--- src/rtl/iee_pkg.sv ---
// ----------------------------------------------------------------------------
// iee_pkg
// Types, codes and sizes shared by the infix expression evaluator.
// ----------------------------------------------------------------------------
package iee_pkg;

    localparam int VALUE_DEPTH    = 32;
    localparam int OPERATOR_DEPTH = 32;
    localparam int WORD_WIDTH     = 32;
    localparam int VAW = $clog2(VALUE_DEPTH);
    localparam int OAW = $clog2(OPERATOR_DEPTH);
    localparam int VCW = $clog2(VALUE_DEPTH + 1);
    localparam int OCW = $clog2(OPERATOR_DEPTH + 1);
    localparam int WCW = $clog2(WORD_WIDTH + 1);

    // token kinds
    localparam logic [1:0] KIND_VALUE = 2'd0;
    localparam logic [1:0] KIND_OP    = 2'd1;
    localparam logic [1:0] KIND_EOL   = 2'd2;

    // operator codes
    localparam logic [2:0] OP_OPEN  = 3'd0;
    localparam logic [2:0] OP_CLOSE = 3'd1;
    localparam logic [2:0] OP_ADD   = 3'd2;
    localparam logic [2:0] OP_SUB   = 3'd3;
    localparam logic [2:0] OP_MUL   = 3'd4;
    localparam logic [2:0] OP_DIV   = 3'd5;
    localparam logic [2:0] OP_REM   = 3'd6;

    // status codes
    localparam logic [2:0] ST_OK       = 3'd0;
    localparam logic [2:0] ST_INVALID  = 3'd1;
    localparam logic [2:0] ST_PAREN    = 3'd2;
    localparam logic [2:0] ST_DIVZERO  = 3'd3;
    localparam logic [2:0] ST_OVERFLOW = 3'd4;

    typedef enum logic [3:0] {
        S_IDLE,
        S_RD_OP,
        S_DECIDE,
        S_RD_B,
        S_RD_A,
        S_EXEC,
        S_DIV_WAIT,
        S_FINAL_RD,
        S_FINAL,
        S_OUT
    } state_t;

    // what the current token does once the operator stack top is known
    typedef enum logic [1:0] {
        TASK_OP_ADD_CLASS,
        TASK_OP_MUL_CLASS,
        TASK_OP_CLOSE,
        TASK_EOL
    } task_t;

    typedef struct packed {
        logic                  start;
        logic                  is_rem;
        logic [WORD_WIDTH-1:0] a;
        logic [WORD_WIDTH-1:0] b;
    } div_req_t;

    typedef struct packed {
        logic                  done;
        logic [WORD_WIDTH-1:0] value;
    } div_rsp_t;

endpackage

--- src/rtl/iee_ram.sv ---
// ----------------------------------------------------------------------------
// iee_ram
// Generic single-port-write, single-port-read RAM with registered read.
// ----------------------------------------------------------------------------
module iee_ram #(
    parameter int WIDTH = 32,
    parameter int DEPTH = 32
) (
    input  logic                     clk,
    input  logic                     we,
    input  logic [$clog2(DEPTH)-1:0] waddr,
    input  logic [WIDTH-1:0]         wdata,
    input  logic [$clog2(DEPTH)-1:0] raddr,
    output logic [WIDTH-1:0]         rdata
);

    logic [WIDTH-1:0] mem [DEPTH];

    // write port and registered read
    always_ff @(posedge clk)
    begin
        if (we)
        begin
            mem[waddr] <= wdata;
        end
        rdata <= mem[raddr];
    end

endmodule

--- src/rtl/iee_divider.sv ---
// ----------------------------------------------------------------------------
// iee_divider
// Signed restoring divider, one quotient bit per cycle, truncating to zero.
// ----------------------------------------------------------------------------
module iee_divider (
    input  logic              clk,
    input  logic              rst_n,
    input  iee_pkg::div_req_t req,
    output iee_pkg::div_rsp_t rsp
);
    import iee_pkg::*;

    logic                  busy_reg, busy_next;
    logic [WCW-1:0]        cnt_reg, cnt_next;
    logic [WORD_WIDTH-1:0] quo_reg, quo_next;
    logic [WORD_WIDTH-1:0] rem_reg, rem_next;
    logic [WORD_WIDTH-1:0] den_reg, den_next;
    logic                  nq_reg, nq_next;
    logic                  nr_reg, nr_next;
    logic                  isr_reg, isr_next;
    logic                  done_reg, done_next;
    logic [WORD_WIDTH:0]   trial;
    logic [WORD_WIDTH-1:0] mag_a, mag_b, fin;

    always_comb
    begin
        mag_a = req.a[WORD_WIDTH-1] ? (~req.a + 1'b1) : req.a;
        mag_b = req.b[WORD_WIDTH-1] ? (~req.b + 1'b1) : req.b;
        trial = {rem_reg, quo_reg[WORD_WIDTH-1]} - {1'b0, den_reg};
        busy_next = busy_reg;
        cnt_next  = cnt_reg;
        quo_next  = quo_reg;
        rem_next  = rem_reg;
        den_next  = den_reg;
        nq_next   = nq_reg;
        nr_next   = nr_reg;
        isr_next  = isr_reg;
        done_next = 1'b0;
        if (req.start)
        begin
            busy_next = 1'b1;
            cnt_next  = WCW'(WORD_WIDTH);
            quo_next  = mag_a;
            rem_next  = '0;
            den_next  = mag_b;
            nq_next   = req.a[WORD_WIDTH-1] ^ req.b[WORD_WIDTH-1];
            nr_next   = req.a[WORD_WIDTH-1];
            isr_next  = req.is_rem;
        end
        else if (busy_reg)
        begin
            // shift in one dividend bit, subtract if it fits
            if (!trial[WORD_WIDTH])
            begin
                rem_next = trial[WORD_WIDTH-1:0];
                quo_next = {quo_reg[WORD_WIDTH-2:0], 1'b1};
            end
            else
            begin
                rem_next = {rem_reg[WORD_WIDTH-2:0], quo_reg[WORD_WIDTH-1]};
                quo_next = {quo_reg[WORD_WIDTH-2:0], 1'b0};
            end
            cnt_next = cnt_reg - 1'b1;
            if (cnt_reg == WCW'(1))
            begin
                busy_next = 1'b0;
                done_next = 1'b1;
            end
        end
    end

    always_ff @(posedge clk or negedge rst_n)
    begin
        if (!rst_n)
        begin
            busy_reg <= 1'b0;
            done_reg <= 1'b0;
            cnt_reg  <= '0;
        end
        else
        begin
            busy_reg <= busy_next;
            done_reg <= done_next;
            cnt_reg  <= cnt_next;
        end
    end

    always_ff @(posedge clk)
    begin
        quo_reg <= quo_next;
        rem_reg <= rem_next;
        den_reg <= den_next;
        nq_reg  <= nq_next;
        nr_reg  <= nr_next;
        isr_reg <= isr_next;
    end

    // sign fixup of the finished quotient or remainder
    always_comb
    begin
        if (isr_reg)
        begin
            fin = nr_reg ? (~rem_reg + 1'b1) : rem_reg;
        end
        else
        begin
            fin = nq_reg ? (~quo_reg + 1'b1) : quo_reg;
        end
    end

    assign rsp.done  = done_reg;
    assign rsp.value = fin;

endmodule

--- src/rtl/infix_expression_evaluator_unit.sv ---
// ----------------------------------------------------------------------------
// infix_expression_evaluator_unit
// Two-stack infix integer evaluator for a stream of tokens.
// ----------------------------------------------------------------------------
// Usage:
//   s_axis carries tokens: tdata = {op_code, number}, tuser = kind.
//   Values and operators are absorbed; an end-of-line token produces one
//   item on m_axis with tdata = {status, result}.
//   Both stacks live in RAMs with registered reads.
//   One token is processed at a time. A value is handled when taken. An
//   operator reads the operator stack top; each reduction it triggers reads
//   both values, executes and writes back, and a divide or remainder
//   reduction waits on the bit-serial divider, which sets the worst case.
//   End of line reduces the rest and does the final read before the output.
//   The result sits in an output register; while the receiver stalls,
//   s_axis_tready stays low until the item is taken.
//   Reset clears counts, error code and control state; stack contents are
//   not cleared because entries are only read below the count.
//   The first error is sticky for the rest of the line.
// ----------------------------------------------------------------------------
module infix_expression_evaluator_unit (
    input  logic        clk,
    input  logic        rst_n,
    input  logic        s_axis_tvalid,
    output logic        s_axis_tready,
    input  logic [39:0] s_axis_tdata,  // [31:0] number, [34:32] op_code
    input  logic [1:0]  s_axis_tuser,  // [1:0] kind
    output logic        m_axis_tvalid,
    input  logic        m_axis_tready,
    output logic [39:0] m_axis_tdata   // [31:0] result, [34:32] status
);
    import iee_pkg::*;

    state_t                state_reg, state_next;
    task_t                 task_reg, task_next;
    logic [VCW-1:0]        vc_reg, vc_next;
    logic [OCW-1:0]        oc_reg, oc_next;
    logic [2:0]            err_reg, err_next;
    logic [2:0]            newop_reg, newop_next;
    logic [2:0]            top_reg, top_next;
    logic [WORD_WIDTH-1:0] b_reg, b_next;
    logic [WORD_WIDTH-1:0] a_reg, a_next;
    logic [WORD_WIDTH-1:0] res_reg, res_next;
    logic [2:0]            st_reg, st_next;
    logic                  ov_reg, ov_next;

    logic                  vwe, owe;
    logic [VAW-1:0]        vwaddr, vraddr;
    logic [OAW-1:0]        owaddr, oraddr;
    logic [WORD_WIDTH-1:0] vwdata, vrdata;
    logic [2:0]            owdata, ordata;
    logic [WORD_WIDTH-1:0] prod;
    div_req_t              dreq;
    div_rsp_t              drsp;
    logic                  accept;
    logic [WORD_WIDTH-1:0] in_num;

    iee_ram #(.WIDTH(WORD_WIDTH), .DEPTH(VALUE_DEPTH)) u_value_ram (
        .clk(clk), .we(vwe), .waddr(vwaddr), .wdata(vwdata),
        .raddr(vraddr), .rdata(vrdata)
    );

    iee_ram #(.WIDTH(3), .DEPTH(OPERATOR_DEPTH)) u_op_ram (
        .clk(clk), .we(owe), .waddr(owaddr), .wdata(owdata),
        .raddr(oraddr), .rdata(ordata)
    );

    iee_divider u_div (.clk(clk), .rst_n(rst_n), .req(dreq), .rsp(drsp));

    assign s_axis_tready = (state_reg == S_IDLE);
    assign accept        = s_axis_tvalid && s_axis_tready;
    assign in_num        = WORD_WIDTH'($signed(s_axis_tdata[31:0]));
    assign prod          = a_reg * b_reg;

    always_comb
    begin
        state_next = state_reg;
        task_next  = task_reg;
        vc_next    = vc_reg;
        oc_next    = oc_reg;
        err_next   = err_reg;
        newop_next = newop_reg;
        top_next   = top_reg;
        b_next     = b_reg;
        a_next     = a_reg;
        res_next   = res_reg;
        st_next    = st_reg;
        ov_next    = ov_reg;
        vwe        = 1'b0;
        owe        = 1'b0;
        vwaddr     = VAW'(vc_reg);
        vwdata     = in_num;
        owaddr     = OAW'(oc_reg);
        owdata     = newop_reg;
        vraddr     = VAW'(vc_reg - 1'b1);
        oraddr     = OAW'(oc_reg - 1'b1);
        dreq.start  = 1'b0;
        dreq.is_rem = (top_reg == OP_REM);
        dreq.a      = a_reg;
        dreq.b      = b_reg;

        case (state_reg)
            S_IDLE:
            begin
                if (accept)
                begin
                    newop_next = s_axis_tdata[34:32];
                    case (s_axis_tuser)
                        KIND_VALUE:
                        begin
                            // push value unless an error is pending
                            if (err_reg == ST_OK)
                            begin
                                if (vc_reg >= VCW'(VALUE_DEPTH))
                                begin
                                    err_next = ST_OVERFLOW;
                                end
                                else
                                begin
                                    vwe     = 1'b1;
                                    vc_next = vc_reg + 1'b1;
                                end
                            end
                        end
                        KIND_OP:
                        begin
                            if (err_reg == ST_OK)
                            begin
                                case (s_axis_tdata[34:32])
                                    OP_OPEN:
                                    begin
                                        if (oc_reg >= OCW'(OPERATOR_DEPTH))
                                        begin
                                            err_next = ST_OVERFLOW;
                                        end
                                        else
                                        begin
                                            owe     = 1'b1;
                                            owdata  = OP_OPEN;
                                            oc_next = oc_reg + 1'b1;
                                        end
                                    end
                                    OP_CLOSE:
                                    begin
                                        task_next  = TASK_OP_CLOSE;
                                        state_next = S_RD_OP;
                                    end
                                    OP_ADD, OP_SUB:
                                    begin
                                        task_next  = TASK_OP_ADD_CLASS;
                                        state_next = S_RD_OP;
                                    end
                                    OP_MUL, OP_DIV, OP_REM:
                                    begin
                                        task_next  = TASK_OP_MUL_CLASS;
                                        state_next = S_RD_OP;
                                    end
                                    default:
                                    begin
                                    end
                                endcase
                            end
                        end
                        KIND_EOL:
                        begin
                            task_next  = TASK_EOL;
                            state_next = S_RD_OP;
                        end
                        default:
                        begin
                        end
                    endcase
                end
            end

            // read the top operator (address issued in this state)
            S_RD_OP:
            begin
                state_next = S_DECIDE;
            end

            S_DECIDE:
            begin
                top_next   = ordata;
                state_next = S_IDLE;
                if (err_reg != ST_OK)
                begin
                    if (task_reg == TASK_EOL)
                    begin
                        state_next = S_FINAL;
                    end
                end
                else
                begin
                    case (task_reg)
                        TASK_OP_ADD_CLASS, TASK_OP_MUL_CLASS:
                        begin
                            if (oc_reg != '0 && ordata >= OP_ADD && ordata <= OP_REM
                                && (task_reg == TASK_OP_ADD_CLASS || ordata >= OP_MUL))
                            begin
                                state_next = S_RD_B;
                            end
                            else if (oc_reg >= OCW'(OPERATOR_DEPTH))
                            begin
                                err_next = ST_OVERFLOW;
                            end
                            else
                            begin
                                owe     = 1'b1;
                                oc_next = oc_reg + 1'b1;
                            end
                        end
                        TASK_OP_CLOSE:
                        begin
                            if (oc_reg == '0)
                            begin
                                err_next = ST_PAREN;
                            end
                            else if (ordata == OP_OPEN)
                            begin
                                oc_next = oc_reg - 1'b1;
                            end
                            else
                            begin
                                state_next = S_RD_B;
                            end
                        end
                        default:
                        begin
                            // end of line
                            if (oc_reg == '0)
                            begin
                                state_next = S_FINAL_RD;
                            end
                            else if (ordata == OP_OPEN)
                            begin
                                err_next   = ST_PAREN;
                                state_next = S_FINAL;
                            end
                            else
                            begin
                                state_next = S_RD_B;
                            end
                        end
                    endcase
                end
                // reduction needs two values
                if (state_next == S_RD_B && vc_reg < VCW'(2))
                begin
                    err_next   = ST_INVALID;
                    state_next = (task_reg == TASK_EOL) ? S_FINAL : S_IDLE;
                end
            end

            // top value address issued here
            S_RD_B:
            begin
                vraddr     = VAW'(vc_reg - 1'b1);
                state_next = S_RD_A;
            end

            S_RD_A:
            begin
                b_next     = vrdata;
                vraddr     = VAW'(vc_reg - VCW'(2));
                state_next = S_EXEC;
            end

            S_EXEC:
            begin
                a_next  = vrdata;
                oc_next = oc_reg - 1'b1;
                vc_next = vc_reg - VCW'(2);
                if (top_reg == OP_DIV || top_reg == OP_REM)
                begin
                    if (b_reg == '0)
                    begin
                        err_next   = ST_DIVZERO;
                        state_next = (task_reg == TASK_EOL) ? S_FINAL : S_IDLE;
                    end
                    else
                    begin
                        dreq.start = 1'b1;
                        dreq.a     = vrdata;
                        state_next = S_DIV_WAIT;
                    end
                end
                else
                begin
                    // add, sub, mul are written back in the next state from a_reg and b_reg
                    state_next = S_DIV_WAIT;
                end
            end

            // write the reduction result, then look at the new top
            S_DIV_WAIT:
            begin
                if (top_reg == OP_DIV || top_reg == OP_REM)
                begin
                    vwdata = drsp.value;
                end
                else if (top_reg == OP_ADD)
                begin
                    vwdata = a_reg + b_reg;
                end
                else if (top_reg == OP_SUB)
                begin
                    vwdata = a_reg - b_reg;
                end
                else
                begin
                    vwdata = prod;
                end
                if (drsp.done || !(top_reg == OP_DIV || top_reg == OP_REM))
                begin
                    vwe        = 1'b1;
                    vwaddr     = VAW'(vc_reg);
                    vc_next    = vc_reg + 1'b1;
                    state_next = S_RD_OP;
                end
            end

            // final read of the bottom entry
            S_FINAL_RD:
            begin
                vraddr     = '0;
                state_next = S_FINAL;
                if (vc_reg != VCW'(1))
                begin
                    err_next = ST_INVALID;
                end
            end

            S_FINAL:
            begin
                st_next    = err_reg;
                res_next   = (err_reg == ST_OK) ? vrdata : '0;
                vc_next    = '0;
                oc_next    = '0;
                err_next   = ST_OK;
                ov_next    = 1'b1;
                state_next = S_OUT;
            end

            S_OUT:
            begin
                if (m_axis_tready)
                begin
                    ov_next    = 1'b0;
                    state_next = S_IDLE;
                end
            end

            default:
            begin
                state_next = S_IDLE;
            end
        endcase
    end

    always_ff @(posedge clk or negedge rst_n)
    begin
        if (!rst_n)
        begin
            state_reg <= S_IDLE;
            task_reg  <= TASK_EOL;
            vc_reg    <= '0;
            oc_reg    <= '0;
            err_reg   <= ST_OK;
            ov_reg    <= 1'b0;
        end
        else
        begin
            state_reg <= state_next;
            task_reg  <= task_next;
            vc_reg    <= vc_next;
            oc_reg    <= oc_next;
            err_reg   <= err_next;
            ov_reg    <= ov_next;
        end
    end

    always_ff @(posedge clk)
    begin
        newop_reg <= newop_next;
        top_reg   <= top_next;
        b_reg     <= b_next;
        a_reg     <= a_next;
        res_reg   <= res_next;
        st_reg    <= st_next;
    end

    assign m_axis_tvalid = ov_reg;
    assign m_axis_tdata  = {5'd0, st_reg, 32'($signed(res_reg))};

endmodule

--- config.mk ---
export PLATFORM = sky130hd
export DESIGN_NAME = infix_expression_evaluator_unit
export DESIGN_NICKNAME = d
export VERILOG_FILES = /design/src/rtl/iee_pkg.sv /design/src/rtl/iee_ram.sv /design/src/rtl/iee_divider.sv /design/src/rtl/infix_expression_evaluator_unit.sv
export SDC_FILE = /design/constraint.sdc
export NUM_CORES = 2
export LEC_CHECK = 0
export BUFFER_PORTS_ARGS = -buffer_cell sky130_fd_sc_hd__buf_2
export CAP_MARGIN = 20
export CORE_UTILIZATION = 50
export DETAILED_ROUTE_END_ITERATION = 10
export PLACE_DENSITY = 0.63
export SLEW_MARGIN = 0
export SYNTH_ARGS = -nofsm -noshare
export SYNTH_HDL_FRONTEND = slang
export SYNTH_SLANG_ARGS = --single-unit
--- constraint.sdc ---
create_clock -name clk -period 17.8 [get_ports clk]
set_input_delay 3.56 -clock clk [delete_from_list [all_inputs] [get_ports clk]]
set_output_delay 3.56 -clock clk [all_outputs]
set_load 0.01 [all_outputs]
==> summary.md <==
| Metric | Value |
|---|---|
| Resize count post-CTS | 0 |
| Main synth FF type | edfxtp_1 |
| Core footprint | roughly 150000 µm² |
| First-pass GRT wire length | around 340000 µm |
| Setup bufs post-CTS | 0 |
| Cell area after layout | approximately 86000 µm² |
| RSZ-0062 raised after global routing | false |
| Reg clk slew, reported paths | ~0.060 ns |
| H-tree depth | 4 |
| Syn_area_per_cell | approximately 13 µm² |
| Max_slew headroom | between 15 and 20% |
| Setup TNS | 0 ns |
| Worst-margin pin slew | 1.261 ns |
| Vias after detailed routing | approximately 50000 |
| CP required | between 15 and 20 ns |
| Worst setup EP type | register |
| EDFF count, synth | approximately 1300 |
| Drt pass-1 iters | 8 |
| Cts hold-fix bufs | 0 |
| Tcrit/Tclk final | ~54% |
| Final Hold Viols | 0 |
| Die Area | 156900 µm² |
| FILL cells | 12570 |
| Initial antenna violation count | 12 |
| Final Hold Slack | roughly 0.5 ns |
| Hold Crit Depth | 2 |
| CTS sink count | ~1400 |
| Clock Tree Root | clkbuf_16 |
| Path depth of the worst reg2reg path | 27 |
| Share of flip-flops with an asynchronous set or reset | roughly 2.2% |
| Count of pins over their slew limit | 0 |
| Vias in the first global route | around 50000 |
| # setup viols final | 0 |
| CP arrival | between 10 and 15 ns |
| CTS tree | done |
| WS Path Type | register to register |
| HPWL Detailed | roughly 150000 µm |
| Antenna-violating nets left | 0 |
| Routed wire length per instance | approximately 28 µm |
| Mapped cell area | 77660 µm² |
| Biggest register | u_value_ram.mem |
| Top-level I/O count | 88 |
| Top flop regs | u_value_ram.mem x1024, u_op_ram.mem x96 |
| Most common cell after layout, fill and taps aside | edfxtp_1 |
| Post-synthesis cell count | roughly 6000 |
| Largest net degree at the start of global routing | around 100 |
| Setup crit start kind | register |
| Final Skew | between 0.06 and 0.07 ns |
| Area after DPL | 81200 µm² |
| F_max | 103.7 MHz |
| Site Rows | about 140 |
| Clock Latency Late Sink | about 0.8 ns |
| Yosys cell types | 91 |
| Largest register FFs | around 1000 |
| Final Critical Period | 9.646 ns |
| Die X | 396.1 µm |
| Layout cells sized above 1 | about 14% |
| RD Place Congestion | about 1 |
| Post-layout nets | approximately 6800 |
| Status | completed |
| Utilization after layout | a little under three fifths |
| Area delta synth->final | 10.94% |
| Die Ht | 396.1 µm |
| Global route overflow | 0 |
| Initial Utilization | between 50 and 60% |
| Register bit total from synthesis | approximately 1400 |
| Final WL | 232300 µm |
| Ys Warns | 0 |
| Commonest non-fill, non-tap cells in the layout | 1292 x edfxtp_1, 726 x nand2_1, 495 x inv_1 |
| DRC | 0 |
| CTS max path bufs | 3 |
| Sequential cell area fraction in the yosys report | between 50 and 60% |
| Total CTS buffers | around 150 |
| Total GRT Usage | around 30% |
| Vias per cell | roughly 6.1 |
| Max-cap violations | 0 |
| CP Max Fanout | 32 |
| HP Class | register to register |
| I/O Buffers | just under 80 |
| Initial DRC Count | 4719 |
==> final timing paths <==
kind,slack [ns],to,start
worst max-delay path,8.15,u_value_ram.mem[30][30],b_reg[3]
worst min-delay path,0.50,m_axis_tvalid,m_axis_tvalid
worst max register to register,8.15,u_value_ram.mem[30][30],b_reg[3]
worst min register to register,0.50,m_axis_tvalid,m_axis_tvalid
max in group asynchronous,14.44,vc_reg[5],rst_n
min in group asynchronous,2.85,u_div.cnt_reg[0],rst_n
==> cells in the mapped netlist, types with 8 or more instances <==
cell	count	area, µm²
o21bai_1	15	112.6
a31oi_1	29	181.4
xor2_1	98	858.3
buf_1	40	150.1
or4_1	18	135.1
a211oi_1	42	315.3
a221o_1	10	100.1
mux4_2	286	6441
dfxtp_1	67	1341
o21ai_0	221	1106
mux2i_1	20	200.2
o221ai_1	12	105.1
nor2b_1	34	212.7
or3_1	24	150.1
edfxtp_1	1292	38800
o31ai_1	48	360.4
inv_1	497	1866
dfrtp_1	28	700.7
clkbuf_1	269	1010
and3_1	10	62.56
fa_1	411	8228
a21oi_1	180	900.9
nor3_1	48	240.2
a211o_1	12	105.1
nand2_1	727	2729
a21o_1	36	270.3
nand3_1	198	991.0
a22oi_1	8	60.06
o211ai_1	17	127.6
nor4_1	19	118.9
or2_2	17	106.4
nand4_1	10	62.56
ha_1	236	2953
o22ai_1	24	150.1
nand3b_1	11	82.58
and2_1	294	1839
nor2_1	306	1149
o41ai_1	19	166.4
nand2b_1	39	244.0
a221oi_1	15	131.4
xnor2_1	158	1384
o21a_1	20	150.1
==> layer usage <==
layer	track usage, %	vias up	wire length [µm]
li1	-	21620	-
met1	39.41	26000	90510
met5	0	-	41
met3	4.665	534	18410
met4	12.01	6	9978
met2	49.78	2257	113400
==> metrics by stage <==
step / cells / setup slack, ns
floorplan: 6005 / 9.329
global placement: 7965 / 8.559
detailed placement: 7969 / 8.380
CTS: 8241 / 8.426
global route: 8243 / 7.942
finish: 8247 / 8.154
==> kinds of logic (layout without fill, tap and decap cells) <==
| kind of cell | after synthesis | in the layout | share of synthesized area (%) |
|---|---|---|---|
| other cells | 1 | 9 | 0.004829 |
| simple gates | 1784 | 1784 | 10.81 |
| buf+inv | 824 | 1018 | 4.039 |
| flops | 1389 | 1389 | 52.66 |
| xor+xnor | 257 | 257 | 2.908 |
| mux | 311 | 311 | 8.625 |
| compound gates | 788 | 788 | 6.561 |
| fa+ha+maj | 647 | 647 | 14.40 |
==> cell type report <==
class | instances | area, µm² | share of cell area, %
Sequential cell | 1389 | 40890 | 47.46
Inverter | 501 | 1883 | 2.186
Antenna cell | 4 | 10.01 | 0.01162
Multi-Input combinational cell | 3792 | 34160 | 39.65
Timing Repair Buffer | 245 | 1734 | 2.013
Tap cell | 2044 | 2557 | 2.968
Clock inverter | 65 | 897.1 | 1.041
Clock buffer | 207 | 4024 | 4.670
==> critical path, stage by stage (launching register included) <==
cell       delay [ns]
edfxtp_1         1.16
buf_4            0.44
and2_1           0.20
fa_1             0.42
inv_1            0.08
fa_1             0.43
fa_1             0.49
inv_1            0.06
fa_1             0.54
ha_1             0.23
ha_1             0.27
inv_1            0.04
fa_1             0.47
inv_1            0.05
fa_1             0.45
ha_1             0.39
o21ai_0          0.11
nor2_1           0.19
a41oi_1          0.28
o311ai_0         0.65
buf_4            0.28
a31o_2           0.16
a21oi_1          0.09
o21ai_0          0.23
xor2_1           0.15
a2111oi_0        1.05
a21oi_2          0.11
buf_4            0.27
Power is not shown: default switching activity piles up to over one toggle a cycle in this logic, so the estimate is an artifact.
